**src/design/mfcid_pkg.sv**
```systemverilog
`timescale 1ns / 1ps
// ============================================================================
// mfcid_pkg
// Shared constants, reference tables and types of the MAG image decoder.
// ============================================================================
package mfcid_pkg;

    localparam int MAX_WIDTH_DEF  = 1024;
    localparam int HIST_LINES_DEF = 17;
    localparam int MAX_HEIGHT     = 1024;

    localparam int CFG_IDX_W  = 2;
    localparam int CFG_DATA_W = 11;

    localparam logic [CFG_IDX_W-1:0] REG_COLOR_MODE   = 2'd0;
    localparam logic [CFG_IDX_W-1:0] REG_IMAGE_WIDTH  = 2'd1;
    localparam logic [CFG_IDX_W-1:0] REG_IMAGE_HEIGHT = 2'd2;

    localparam logic [10:0] WIDTH_RESET  = 11'd640;
    localparam logic [10:0] HEIGHT_RESET = 11'd400;

    // A flag nibble of this value takes two literal bytes instead of copying.
    localparam logic [3:0] NIB_LITERAL = 4'h0;
    localparam logic [7:0] NIB4_MASK   = 8'h0f;

    // Back-reference offsets: dx in pixel units (4 or 2 pixels), dy in lines.
    localparam logic [2:0] DX_TAB [16] = '{3'd0, 3'd1, 3'd2, 3'd4, 3'd0, 3'd1, 3'd0, 3'd1,
                                           3'd2, 3'd0, 3'd1, 3'd2, 3'd0, 3'd1, 3'd2, 3'd0};
    localparam logic [4:0] DY_TAB [16] = '{5'd0, 5'd0, 5'd0, 5'd0, 5'd1, 5'd1, 5'd2, 5'd2,
                                           5'd2, 5'd4, 5'd4, 5'd4, 5'd8, 5'd8, 5'd8, 5'd16};

    // One half group of decoded pixels headed for the result buffer.
    typedef struct packed {
        logic            valid;
        logic            fin;
        logic            slot;
        logic            part;
        logic [3:0][7:0] px;
        logic [2:0]      used;
        logic            done;
    } pix_wr_t;

endpackage

```
**src/design/mfcid_flag_mem.sv**
```systemverilog
`timescale 1ns / 1ps
// ============================================================================
// mfcid_flag_mem
// Per-column flag line memory with one valid bit per entry for fast clearing.
// ============================================================================
module mfcid_flag_mem #(
    parameter int DEPTH = 256,
    localparam int AW = $clog2(DEPTH)
) (
    input  logic          aclk,
    input  logic          aresetn,
    input  logic          clear,
    input  logic          rd_en,
    input  logic [AW-1:0] rd_addr,
    output logic [7:0]    rd_data,
    input  logic          wr_en,
    input  logic [AW-1:0] wr_addr,
    input  logic [7:0]    wr_data
);
    import mfcid_pkg::*;

    logic [7:0]       flag_ram [DEPTH];
    logic [7:0]       rd_word_reg;
    logic             rd_vld_reg;
    logic [DEPTH-1:0] vld_reg;

    always_ff @(posedge aclk) begin
        if (wr_en) begin
            flag_ram[wr_addr] <= wr_data;
        end
        if (rd_en) begin
            rd_word_reg <= flag_ram[rd_addr];
        end
    end

    always_ff @(posedge aclk) begin
        if (!aresetn) begin
            vld_reg    <= '0;
            rd_vld_reg <= 1'b0;
        end else begin
            if (rd_en) begin
                rd_vld_reg <= vld_reg[rd_addr];
            end
            if (clear) begin
                vld_reg <= '0;
            end else if (wr_en) begin
                vld_reg[wr_addr] <= 1'b1;
            end
        end
    end

    // An entry never written since the last restart reads as zero.
    assign rd_data = rd_vld_reg ? rd_word_reg : 8'h00;

endmodule

```
**config.mk**
```make
export PLATFORM = sky130hd
export DESIGN_NAME = mfcid_flag_mem
export DESIGN_NICKNAME = d
export VERILOG_FILES = /design/src/design/mfcid_pkg.sv /design/src/design/mfcid_flag_mem.sv
export SDC_FILE = /design/constraint.sdc
export NUM_CORES = 2
export LEC_CHECK = 0
export BUFFER_PORTS_ARGS = -buffer_cell sky130_fd_sc_hd__buf_2
export CORE_MARGIN = 5
export CORE_UTILIZATION = 45
export DETAILED_ROUTE_END_ITERATION = 8
export PLACE_DENSITY = 0.67
export SYNTH_ARGS = -nofsm -noshare
export SYNTH_HDL_FRONTEND = slang
export SYNTH_SLANG_ARGS = --single-unit
```
**constraint.sdc**
```tcl
create_clock -name aclk -period 8.5 [get_ports aclk]
set_input_delay 1.7 -clock aclk [delete_from_list [all_inputs] [get_ports aclk]]
set_output_delay 1.7 -clock aclk [all_outputs]
set_load 0.01 [all_outputs]
```
==> metrics.csv <==
metric,value,unit
synthArstFlopShare,0,
viasPerCell,6.02,
path_depth,8,
hp-class,reg -> reg,
setup_viol,0,
root_buffer,clkbuf_16,
finalNetCount,4601,
syn_nets,4540,
ant_nets,0,
cp_slowest_cell,nor4_1,
p_sw,4.94,mW
maxCapViolCount,0,
required,9100,ps
grt_max_degree,161,
hpwlAfterDp,128,mm
yosysSeqAreaShare,0.760,
post_cts_resize_count,0,
hold-worst-slack,463,ps
gp_congestion,0.827,
rr_worst_depth,6,
drv_slew,0,
io_buffer_count,36,
die_h,452,um
coreArea,195000,um^2
finClkSkew,29.9,ps
vdd.ir_drop.worst,0.000211,V
synth_area_per_cell,19.5,um^2
stdcell_count,7403,
r2r_slack,4900,ps
die_area,205000,um^2
synth_top_flop_cell,edfxtp_1,
first_global_vias,44300,
clkTransAtPathRegs,60,ps
cpPeakStageDelay,1170,ps
drcViolationCount,0,
largest_reg_flops,2048,
final_layout_size_suffix_gt1_frac,0.223,
gr-total-overflow,0,
dr.pass1.iters,8,
dp.cells,6975,
hold_viol,0,
netlist_area,88000,um^2
fp-row-count,162,
die_x,452,um
swShare,0.210,
postCtsSetupRepairBufs,0,
internal_power,18.5,mW
slew_headroom,0.0813,
area_growth,12.1,%
wl,216,mm
crit_buf_inv,2,
rsz0062_at_grt,false,
crit_path_start,rd_addr[0],
synth-edff-count,2056,
crit_end,rd_word_reg[4],
combPwrFrac,0.043,
reg2reg_from,flag_ram[211][4],
cts.path.max_buffers,3,
pwr_density_cell,238,nW/um^2
fin_crit_sh,0.646,
r2r-end,rd_word_reg[4],
cellLeakagePower,30.2,nW
status,completed,
worst_slew_pin_slew,1370,ps
fill_cells,15300,
cp_max_fo,60,
max_freq,182,MHz
cts_buffers,218,
hold_buffers,0,
grt_usage,0.210,
yosys_warnings,0,
crit_chain,buf_8 > buf_4 > mux4_2 > a22oi_1 > a21oi_1 > nor4_1 > o22ai_1 > or2_1,
ys_types,40,
period_needed,5490,ps
p_clk_frac,0.428,
syn-instance-count,4511,
path_delay_family,simple AND/OR/NAND/NOR gates,
criticalPathCategory,in -> reg,
tns,0,ps
vias,44600,
io_pins,37,
crit_arrival,6080,ps
clkLatencyLatePin,850,ps
synth_seq_cells,2313,
antenna_found_initial,14,
worstSetupStartpointType,input port,
drt_iter0_drc,5558,
end_kind,flip-flop,
grt_pass1_wl,315,mm
cts_tree,built,
htreeDepth,4,
initial_core_util,0.452,
power_frac_seq,0.528,
report.power.total,23.5,mW
wl_per_cell,29.2,um
clock-sinks,2313,
## worst min-delay path by stage
stage / cells past startpoint / to / slack, ps / from
2_1_floorplan: 2 / vld_reg[102] / 430 / vld_reg[102]
3_3_place_gp: 2 / vld_reg[52] / 440 / vld_reg[52]
3_5_place_dp: 2 / vld_reg[150] / 450 / vld_reg[150]
4_1_cts: 2 / vld_reg[150] / 470 / vld_reg[150]
5_1_grt: 2 / vld_reg[232] / 490 / vld_reg[232]
6_report: 2 / vld_reg[150] / 460 / vld_reg[150]
## routing by layer
metal | up-vias | part of all wire | GRT usage
met4 | 2 | 0.031 | 0.0699
met1 | 23600 | 0.40 | 0.300
met3 | 378 | 0.089 | 0.0401
met2 | 2182 | 0.48 | 0.329
met5 | - | 0.000060 | 0
li1 | 18400 | - | -
## cell type report
type                            instances  area [um^2]  share of cell area
Timing Repair Buffer                  119         1120              0.0113
Sequential cell                      2313        66900               0.678
Clock inverter                        103         1370              0.0139
Inverter                                6         22.5            0.000228
Multi-Input combinational cell       1914        19800               0.201
Antenna cell                           10         25.0            0.000254
Tap cell                             2624         3280              0.0333
Clock buffer                          314         6110              0.0619
## stage by stage
stage	setup WS [ps]	instance area, um^2	util
2_1_floorplan	4610	88000	-
3_3_place_gp	1820	91100	0.468
3_5_place_dp	2100	91100	0.468
4_1_cts	3020	98600	0.506
5_1_grt	2890	98600	0.506
6_report	3010	98700	0.506
## placed cells by master (no fill, tap or decap), types with 8 or more instances in the layout
cell type  instances
edfxtp_1        2056
and2_1             8
nor2b_1            9
buf_8             10
nand4_1           10
nand3_1           19
o22ai_1           19
nand2_1           29
mux4_2           574
nor2_1           719
clkbuf_8          25
nor4_1            31
a22oi_1          262
dfxtp_1          257
a21oi_1          137
bufinv_16         26
clkbuf_1          69
buf_4             65
mux2i_1           12
diode_2           10
clkinv_2          33
clkinv_1          24
or2_1              8
buf_2             26
o21ba_2           29
clkbuf_16        220
buf_12            17
## worst reg2reg max path: stages, from the launching register on
cell and delay, ps:
edfxtp_1 360, mux4_2 470, a22oi_1 440, a21oi_1 190
nor4_1 1120, o22ai_1 440, or2_1 340
## power by group through the flow
stage,Clock (mW),Combinational [mW],Sequential (mW)
detailed placement,0,1.02,12.6
finish,10.1,1.02,12.4
floorplan,0,0.570,12.6
global route,10.7,1.07,12.4
global placement,0,1.01,12.6
CTS,10.2,1.02,12.4
## synth_stat cells (10+ instances only)
master,count,area (um^2)
nor4_1,33,206
mux4_2,574,12900
buf_6,27,304
nand4_1,10,62.6
buf_1,25,93.8
o21ba_2,29,290
nor2b_1,11,68.8
mux2i_1,12,120
o22ai_1,19,119
a21oi_1,137,686
buf_2,41,205
nand3_1,23,115
nor2_1,720,2700
clkbuf_1,175,657
dfxtp_1,257,5140
a22oi_1,262,1970
edfxtp_1,2056,61700
nand2_1,29,109
## cell families (layout without fill, tap and decap cells)
logic type | count (synthesis) | after routing | share of synthesized area
compound gates | 473 | 473 | 0.0373
buf+inv | 284 | 542 | 0.0156
flops | 2313 | 2313 | 0.760
mux | 586 | 586 | 0.148
other cells | 0 | 10 | 0
simple gates | 855 | 855 | 0.0391
Power figures use the tool's default switching activity.
