===== src/design/mfcid_pkg.sv =====
`timescale 1ns / 1ps
// ============================================================================
// mfcid_pkg
// Shared constants, reference tables and types of the MAG image decoder.
// ============================================================================
package mfcid_pkg;

    localparam int MAX_WIDTH_DEF  = 1024;
    localparam int HIST_LINES_DEF = 17;
    localparam int MAX_HEIGHT     = 1024;

    localparam int CFG_IDX_W  = 2;
    localparam int CFG_DATA_W = 11;

    localparam logic [CFG_IDX_W-1:0] REG_COLOR_MODE   = 2'd0;
    localparam logic [CFG_IDX_W-1:0] REG_IMAGE_WIDTH  = 2'd1;
    localparam logic [CFG_IDX_W-1:0] REG_IMAGE_HEIGHT = 2'd2;

    localparam logic [10:0] WIDTH_RESET  = 11'd640;
    localparam logic [10:0] HEIGHT_RESET = 11'd400;

    // A flag nibble of this value takes two literal bytes instead of copying.
    localparam logic [3:0] NIB_LITERAL = 4'h0;
    localparam logic [7:0] NIB4_MASK   = 8'h0f;

    // Back-reference offsets: dx in pixel units (4 or 2 pixels), dy in lines.
    localparam logic [2:0] DX_TAB [16] = '{3'd0, 3'd1, 3'd2, 3'd4, 3'd0, 3'd1, 3'd0, 3'd1,
                                           3'd2, 3'd0, 3'd1, 3'd2, 3'd0, 3'd1, 3'd2, 3'd0};
    localparam logic [4:0] DY_TAB [16] = '{5'd0, 5'd0, 5'd0, 5'd0, 5'd1, 5'd1, 5'd2, 5'd2,
                                           5'd2, 5'd4, 5'd4, 5'd4, 5'd8, 5'd8, 5'd8, 5'd16};

    // One half group of decoded pixels headed for the result buffer.
    typedef struct packed {
        logic            valid;
        logic            fin;
        logic            slot;
        logic            part;
        logic [3:0][7:0] px;
        logic [2:0]      used;
        logic            done;
    } pix_wr_t;

endpackage


===== src/design/mfcid_out_buf.sv =====
`timescale 1ns / 1ps
// ============================================================================
// mfcid_out_buf
// Two-group result buffer that serializes decoded pixels one word a beat.
// ============================================================================
module mfcid_out_buf (
    input  logic              aclk,
    input  logic              aresetn,
    input  logic              wide,
    input  logic              reserve,
    output logic              has_space,
    input  mfcid_pkg::pix_wr_t pw,
    output logic              m_tvalid,
    input  logic              m_tready,
    output logic [15:0]       m_tdata,   // [7:0] pixel_value, [10:8] literal_bytes_used
    output logic              m_tlast,   // last_in_group
    output logic [0:0]        m_tuser    // [0] image_done
);
    import mfcid_pkg::*;

    logic [7:0][7:0] px_reg [2];
    logic [2:0]      used_reg [2];
    logic [1:0]      done_reg;
    logic [1:0]      full_reg;
    logic            rd_slot_reg;
    logic [2:0]      idx_reg;
    logic [1:0]      cnt_reg;
    logic [2:0]      base;
    logic            last_pix;
    logic            beat;
    logic            release_slot;

    assign base = wide ? {1'b0, pw.part, 1'b0} : {pw.part, 2'b00};

    always_ff @(posedge aclk) begin
        if (pw.valid) begin
            for (int i = 0; i < 4; i++) begin
                if (!wide || i < 2) begin
                    px_reg[pw.slot][3'(base + 3'(i))] <= pw.px[i];
                end
            end
            if (pw.fin) begin
                used_reg[pw.slot] <= pw.used;
                done_reg[pw.slot] <= pw.done;
            end
        end
    end

    assign last_pix     = wide ? (idx_reg == 3'd3) : (idx_reg == 3'd7);
    assign m_tvalid     = full_reg[rd_slot_reg];
    assign beat         = m_tvalid && m_tready;
    assign release_slot = beat && last_pix;
    assign m_tdata      = {5'b00000, used_reg[rd_slot_reg], px_reg[rd_slot_reg][idx_reg]};
    assign m_tlast      = last_pix;
    assign m_tuser      = last_pix && done_reg[rd_slot_reg];
    assign has_space    = (cnt_reg != 2'd2);

    always_ff @(posedge aclk) begin
        if (!aresetn) begin
            full_reg    <= 2'b00;
            rd_slot_reg <= 1'b0;
            idx_reg     <= 3'd0;
            cnt_reg     <= 2'd0;
        end else begin
            if (beat) begin
                if (last_pix) begin
                    idx_reg               <= 3'd0;
                    full_reg[rd_slot_reg] <= 1'b0;
                    rd_slot_reg           <= ~rd_slot_reg;
                end else begin
                    idx_reg <= idx_reg + 3'd1;
                end
            end
            if (pw.valid && pw.fin) begin
                full_reg[pw.slot] <= 1'b1;
            end
            unique case ({reserve, release_slot})
                2'b10:   cnt_reg <= cnt_reg + 2'd1;
                2'b01:   cnt_reg <= cnt_reg - 2'd1;
                default: cnt_reg <= cnt_reg;
            endcase
        end
    end

endmodule


===== config.mk =====
export PLATFORM = sky130hd
export DESIGN_NAME = mfcid_out_buf
export DESIGN_NICKNAME = d
export VERILOG_FILES = /design/src/design/mfcid_pkg.sv /design/src/design/mfcid_out_buf.sv
export SDC_FILE = /design/constraint.sdc
export NUM_CORES = 1
export LEC_CHECK = 0
export BUFFER_PORTS_ARGS = -buffer_cell sky130_fd_sc_hd__buf_2
export CELL_PAD_IN_SITES_DETAIL_PLACEMENT = 1
export CELL_PAD_IN_SITES_GLOBAL_PLACEMENT = 1
export CORE_MARGIN = 2
export CORE_UTILIZATION = 44
export CTS_CLUSTER_DIAMETER = 150
export DETAILED_ROUTE_END_ITERATION = 8
export PLACE_DENSITY = 0.85
export REMOVE_ABC_BUFFERS = 1
export SKIP_LAST_GASP = 1
export SYNTH_ARGS = -nofsm -noshare
export SYNTH_HDL_FRONTEND = slang
export SYNTH_SLANG_ARGS = --single-unit
export TNS_END_PERCENT = 1

===== constraint.sdc =====
create_clock -name aclk -period 2.6 [get_ports aclk]
set_input_delay 0.65 -clock aclk [delete_from_list [all_inputs] [get_ports aclk]]
set_output_delay 0.65 -clock aclk [all_outputs]
set_load 0.02 [all_outputs]

==> results.md, run 1 <==
* Outcome: complete, but fails checks
* Violations in the final reports: setup timing
* Critical R2R Launch: idx_reg[2]
* Initial antenna violation count at 1
* Flip-flop count of the largest register, all copies and words added at 128
* Cell area after synthesis at 6550 um^2
* Quantity of I/O buffers inserted on ports at 59
* Largest delay share family, worst path: multiplexers
* ANT cells at 0
* Depth of the worst hold-timing path at 1
* Sequential element share of the synthesized area at 65.1%
* Worst Path Arrival at just over 2 ns
* Leading area contributor after synthesis: edfxtp_1
* Largest cells by area after synthesis: edfxtp_1, mux4_2, mux2i_1, dfxtp_1, o21ai_0
* Most common cell after layout, fill and taps aside: edfxtp_1
* Worst Reg2Reg Path Length in Cells at 7
* Longest individual stage delay on the worst path at 0.49 ns
* Hold violation total from the final report at 0
* Routed wirelength normalized by instance count at 25.1 um
* Number of buffer and inverter stages on the critical path at 2
* Root Driver: clkbuf_16
* Area share of the largest cell type after synthesis at 62.3%
* Maximum number of pins on one net before global-route repair at 27
* Post-route clock skew at around 0.0071 ns
* Proportion of register bits with asynchronous set or reset after synthesis at 0%
* Clock latency of the later-clocked register in the worst-skew pair at about 0.43 ns
* Filler cells at about 1500
* Leakage at around 2.8 nW
* TritonCTS Buffers at 17
* Clock tree from TritonCTS: done
* Predominant post-synthesis flop cell: edfxtp_1
* Peak ir drop on the vdd network at 0.462 mV
* Final global-route overflow total at 0
* Post-detailed-route count of antenna-violating nets at 0
* Worst hold path type: in -> reg
* Routed vias/inst at around 6
* Number of H-tree levels at 4
* Remaining design rule violation count at 0
* Final critical delay including setup and external delays at between 2 and 3 ns
* Reg2reg end: cnt_reg[1]
* End point of the most critical hold path: used_reg[0][2]
* Initial DRC count at approximately 340
* TritonCTS Sinks at approximately 150
* Number of non-filler instances in the completed layout at 737
* Power Dens Cells at 721 nW/um^2
* Minimum setup slack among reg-to-reg paths at around 0.43 ns
* Number of vias in the routed layout at about 4300
* Area of the core at about 15000 um^2
* Area growth from synthesis to layout at 18.9%
* Gpl congestion at 0.853
* Cell-by-cell listing of the critical path: buf_12 -> mux4_2 -> o221ai_1 -> nand2_1 -> buf_2
* Post-synth EDFFs at about 140
* Achievable clock frequency at 0.372 GHz
* Relative slew slack at between 50% and 60%
* Worst slew pin tran at around 0.6 ns
* Startpoint-to-endpoint class of the critical path: reg -> out
* Die Area at 15900 um^2
* Layout cells sized above 1 at around 29%
* Post-synth cell types at 43
* Placed wire-length estimate after detailed placement at roughly 12000 um
* Placement Rows at 44
* Nature of the critical path startpoint: register
* Sequential cell area at 4270 um^2
* Pre-Repair DR Iteration Count at 5
* Max-slew violation count at 0
* Crit Path Max Fanout at 6
* Share of the clock period used by the worst path at 103%
* Global-route wire length before repair at approximately 27000 um
* Die height at about 130 um
* Overall power at about 5.6 mW
* Buffer depth of the longest clock path at 2
* I/O pin count at 65
* Cell with the biggest individual delay on the critical path: mux4_2
* Type of element capturing the critical path: primary output
* Starting utilization of the core area at about 45%
* Highest-count cells in the layout ignoring fill and taps: edfxtp_1, buf_2, inv_1
* Req. time, crit path at approximately 2 ns
* Maximum Capacitance Violations at 0
* Number of instances in the synthesized netlist at roughly 470
* Total Nets Final at 587
* Global-route usage over all layers at a little under a quarter
* Total of warnings raised by yosys at 0
* Post-CTS clock slew at the launch and capture registers of the worst setup and hold paths at 0.06 ns
* Min-delay src: pw[3]
* Post-Route WL at between 15000 and 20000 um
* Worst Setup Slack, final at -0.0867 ns
* X dimension of the die at roughly 130 um
* Final-report setup violation count at 8
* Unrepaired setup endpoints after global routing: yes
* Multi-input logic area at about 1900 um^2
* Vias in the first global route at 4728
* Syn Area/Cell at 14.0 um^2
* Number of instances in the placed design at approximately 700
* Number of synthesized register bits at about 150
[repair_timing]
item | in CTS | in global routing
setup endpoints to repair | 8 | 8
hold buffers | 0 | 0
cloned | 1 | 1
resized for setup | 11 | 11
pin swaps | 0 | 1
setup buffers | 2 | 4
[layout make-up]
| type | count | share of cell area (%) |
|---|---|---|
| Sequential cell | 145 | 54.8 |
| Multi-Input combinational cell | 243 | 24.0 |
| Timing Repair Buffer | 95 | 8.66 |
| Clock buffer | 19 | 5.56 |
| Tap cell | 184 | 2.96 |
| Clock inverter | 13 | 2.15 |
| Inverter | 38 | 1.83 |
[how the worst max path moves through the flow]
stage,to,slack (ns),cells past startpoint
finish,m_tdata[1],-0.09,5
global route,m_tdata[1],-0.15,5
CTS,m_tdata[5],-0.08,5
detailed placement,m_tdata[3],0.18,5
global placement,m_tdata[0],0.24,5
floorplan,m_tdata[7],-0.84,3
[metrics by stage]
stage                     TNS, ns  hold slack, ns  utilization (%)  area (um^2)  setup slack, ns
after global routing        -1.03           0.409             53.6         7790           -0.153
final                      -0.413           0.419             53.6         7790          -0.0867
after floorplan             -7.69           0.465                -         6250           -0.844
after detailed placement        0           0.545             48.2         7000            0.177
after CTS                  -0.509           0.406             52.9         7690          -0.0815
after global placement          0           0.479             48.2         7000            0.241
[cells in the mapped netlist, drive strengths merged (2+ instances only)]
master	count
nand2	37
edfxtp	136
o21a	7
o221ai	6
nor2	16
nor2b	2
dfxtp	9
a221oi	7
inv	38
nand2b	2
ha	2
mux4	18
a21oi	14
xnor2	3
clkbuf	23
nand3	3
mux2i	26
a2bb2oi	8
buf	22
mux2	10
o21ai	51
o22ai	16
a21boi	3
[power breakdown]
group          internal, mW  switching, mW  total, mW
combinational         0.137          0.260      0.397
sequential             2.68         0.0344       2.71
clock                  1.59          0.915       2.50
total                  4.40           1.21       5.61
[kinds of logic after synthesis]
kind of cell | after synthesis | share of synthesized area, %
adder cells (fa/ha/maj) | 2 | 0.382
multiplexers | 54 | 12.1
buffers and inverters | 84 | 6.99
flip-flops | 145 | 65.1
XOR/XNOR | 4 | 0.535
other | 1 | 0.0573
AO/OA/AOI/OAI | 113 | 10.7
AND/OR/NAND/NOR | 65 | 4.18
[layer usage]
metal	GRT usage, %	share of wire, %	vias up
met2	41.1	52	185
met4	9.76	2.6	2
li1	-	-	1883
met5	0	0.070	-
met1	28.4	38	2220
met3	6.33	7.0	43
Note: power is estimated with default switching activity, not from simulation.
==> run 2, diff against run 1 <==
--- a/config.mk
+++ b/config.mk
@@ -6,14 +6,16 @@
 export NUM_CORES = 1
 export LEC_CHECK = 0
 export BUFFER_PORTS_ARGS = -buffer_cell sky130_fd_sc_hd__buf_2
+export CAP_MARGIN = 10
 export CELL_PAD_IN_SITES_DETAIL_PLACEMENT = 1
 export CELL_PAD_IN_SITES_GLOBAL_PLACEMENT = 1
 export CORE_MARGIN = 2
 export CORE_UTILIZATION = 44
 export CTS_CLUSTER_DIAMETER = 150
 export DETAILED_ROUTE_END_ITERATION = 8
-export PLACE_DENSITY = 0.85
+export PLACE_DENSITY = 0.74
 export REMOVE_ABC_BUFFERS = 1
+export SKIP_CTS_REPAIR_TIMING = 1
 export SKIP_LAST_GASP = 1
 export SYNTH_ARGS = -nofsm -noshare
 export SYNTH_HDL_FRONTEND = slang
==> run 2 against run 1 <==
- worst hold slack got worse by 0.010 ns
- sequential power about the same
- the flow still finishes with violations (setup timing)
- clock-buffer cell count decreased by 2
- first-iteration DRC count fell by 10%
- cell area up 2.7%
==> results.md, run 2 (synthesis gave the netlist of run 1 again) <==
* Outcome: complete, but fails checks
* Violations in the final reports: setup timing
* Longest individual stage delay on the worst path at ~0.54 ns
* Flip-flop count of the largest register, all copies and words added at 128
* Worst slew pin tran at 0.685 ns
* Startpoint-to-endpoint class of the critical path: reg -> out
* Total non-filler cell area in the finished layout at around 8000 um^2
* Most common cell after layout, fill and taps aside: edfxtp_1
* Final global-route overflow total at 0
* Power Dens Cells at slightly below 800 nW/um^2
* Crit Path Max Fanout at 7
* Total Nets Final at 597
* Placement Rows at 44
* Routed vias/inst at about 5.7
* Pre-Repair DR Iteration Count at 5
* Die Area at between 15000 and 20000 um^2
* Peak ir drop on the vdd network at ~0.45 mV
* Root Driver: clkbuf_16
* ANT cells at 0
* Maximum number of pins on one net before global-route repair at 29
* Req. time, crit path at slightly below 2 ns
* Area after detailed placement at 7080 um^2
* Cell with the biggest individual delay on the critical path: mux4_1
* Quantity of I/O buffers inserted on ports at 59
* Die height at ~130 um
* Relative slew slack at between 50% and 60%
* I/O pin count at between 60 and 70
* Worst Path Arrival at approximately 2.1 ns
* Initial antenna violation count at 0
* Cell-by-cell listing of the critical path: buf_12 -> buf_4 -> mux4_1 -> nor2_1 -> o21ai_1 -> buf_4
* Max-slew violation count at 0
* Share of the clock period used by the worst path at 105%
* Post-detailed-route count of antenna-violating nets at 0
* Hold violation total from the final report at 0
* Highest-count cells in the layout ignoring fill and taps: edfxtp_1, buf_2, buf_4
* Cell repeated most along the worst path: buf_4
* Initial DRC count at approximately 300
* Leakage at between 2 and 3 nW
* Clock latency of the later-clocked register in the worst-skew pair at 0.43 ns
* Buffer depth of the longest clock path at 2
* Area growth from synthesis to layout at 22.2%
* Post-Route WL at ~18000 um
* Gpl congestion at between 0.7 and 0.8
* Global-route usage over all layers at between 20% and 30%
* Worst hold path type: in -> reg
* Maximum Capacitance Violations at 0
* Number of H-tree levels at 4
* Final critical delay including setup and external delays at between 2 and 3 ns
* Routed wirelength normalized by instance count at 24.0 um
* Placed wire-length estimate after detailed placement at about 12000 um
* Critical R2R Launch: idx_reg[1]
* Global-route wire length before repair at roughly 27000 um
* Number of vias in the routed layout at between 4000 and 5000
* Post-route clock skew at around 0.0045 ns
* Remaining design rule violation count at 0
* Overall power at 6.16 mW
* Area of the core at ~15000 um^2
* X dimension of the die at approximately 130 um
* Unrepaired setup endpoints after global routing: yes
* Nature of the critical path startpoint: register
* Final-report setup violation count at 8
* Clock tree from TritonCTS: done
* Type of element capturing the critical path: primary output
* Post-CTS clock slew at the launch and capture registers of the worst setup and hold paths at around 0.06 ns
* Worst Setup Slack, final at -0.142 ns
* Vias in the first global route at approximately 4700
* Layout cells sized above 1 at between 30% and 40%
* TritonCTS Buffers at 17
* Starting utilization of the core area at about 45%
* Achievable clock frequency at roughly 0.36 GHz
* Min-delay src: pw[0]
* TritonCTS Sinks at roughly 150
[run 2: per-layer routing]
layer / vias up / wire length, um / track usage (%)
met5: - / 0 / 0
met2: 152 / 9570 / 40.4
met3: 19 / 1410 / 5.61
met1: 2140 / 6810 / 27.4
li1: 1918 / - / -
met4: 0 / 173 / 9.44
[run 2: critical path, delay by kind of cell (launching register included)]
family / cells / cell delay, ns
and+or+nand+nor: 1 / 0.13
buffers and inverters: 3 / 0.44
AOI/OAI and AO/OA: 1 / 0.12
muxes: 1 / 0.54
DFF: 1 / 0.41
[run 2: final timing paths]
check / slack, ns / endpoint / depth (start not counted)
worst min-delay path: 0.41 / done_reg[0] / 1
worst min register to register: 0.54 / cnt_reg[1] / 2
worst max-delay path: -0.14 / m_tdata[7] / 6
worst max register to register: 0.47 / cnt_reg[1] / 7
[run 2: per-stage QoR]
step / cells / TNS [ns] / hold WS (ns) / worst slack [ns] / utilization (%)
6_report: 747 / -0.553 / 0.409 / -0.142 / 55.1
5_1_grt: 747 / -1.17 / 0.399 / -0.194 / 55.1
4_1_cts: 737 / -1.61 / 0.402 / -0.239 / 53.8
3_5_place_dp: 705 / 0 / 0.521 / 0.236 / 48.7
3_3_place_gp: 705 / 0 / 0.478 / 0.279 / 48.7
2_1_floorplan: 426 / -7.69 / 0.465 / -0.844 / -
[run 2: cell type report]
type,instances,area [um^2]
flip-flops and latches,145,4270
well taps,184,230
clock buffers,17,425
fillers,1442,6530
multi-input cells,243,1880
inverters,38,143
repair buffers,105,741
clock inverters,15,312
[run 2: power by group]
| part | internal (mW) | total [mW] | switching, mW |
|---|---|---|---|
| logic | 0.146 | 0.401 | 0.255 |
| clock network | 2.09 | 3.05 | 0.967 |
| registers | 2.68 | 2.71 | 0.0308 |
| total | 4.91 | 6.16 | 1.25 |
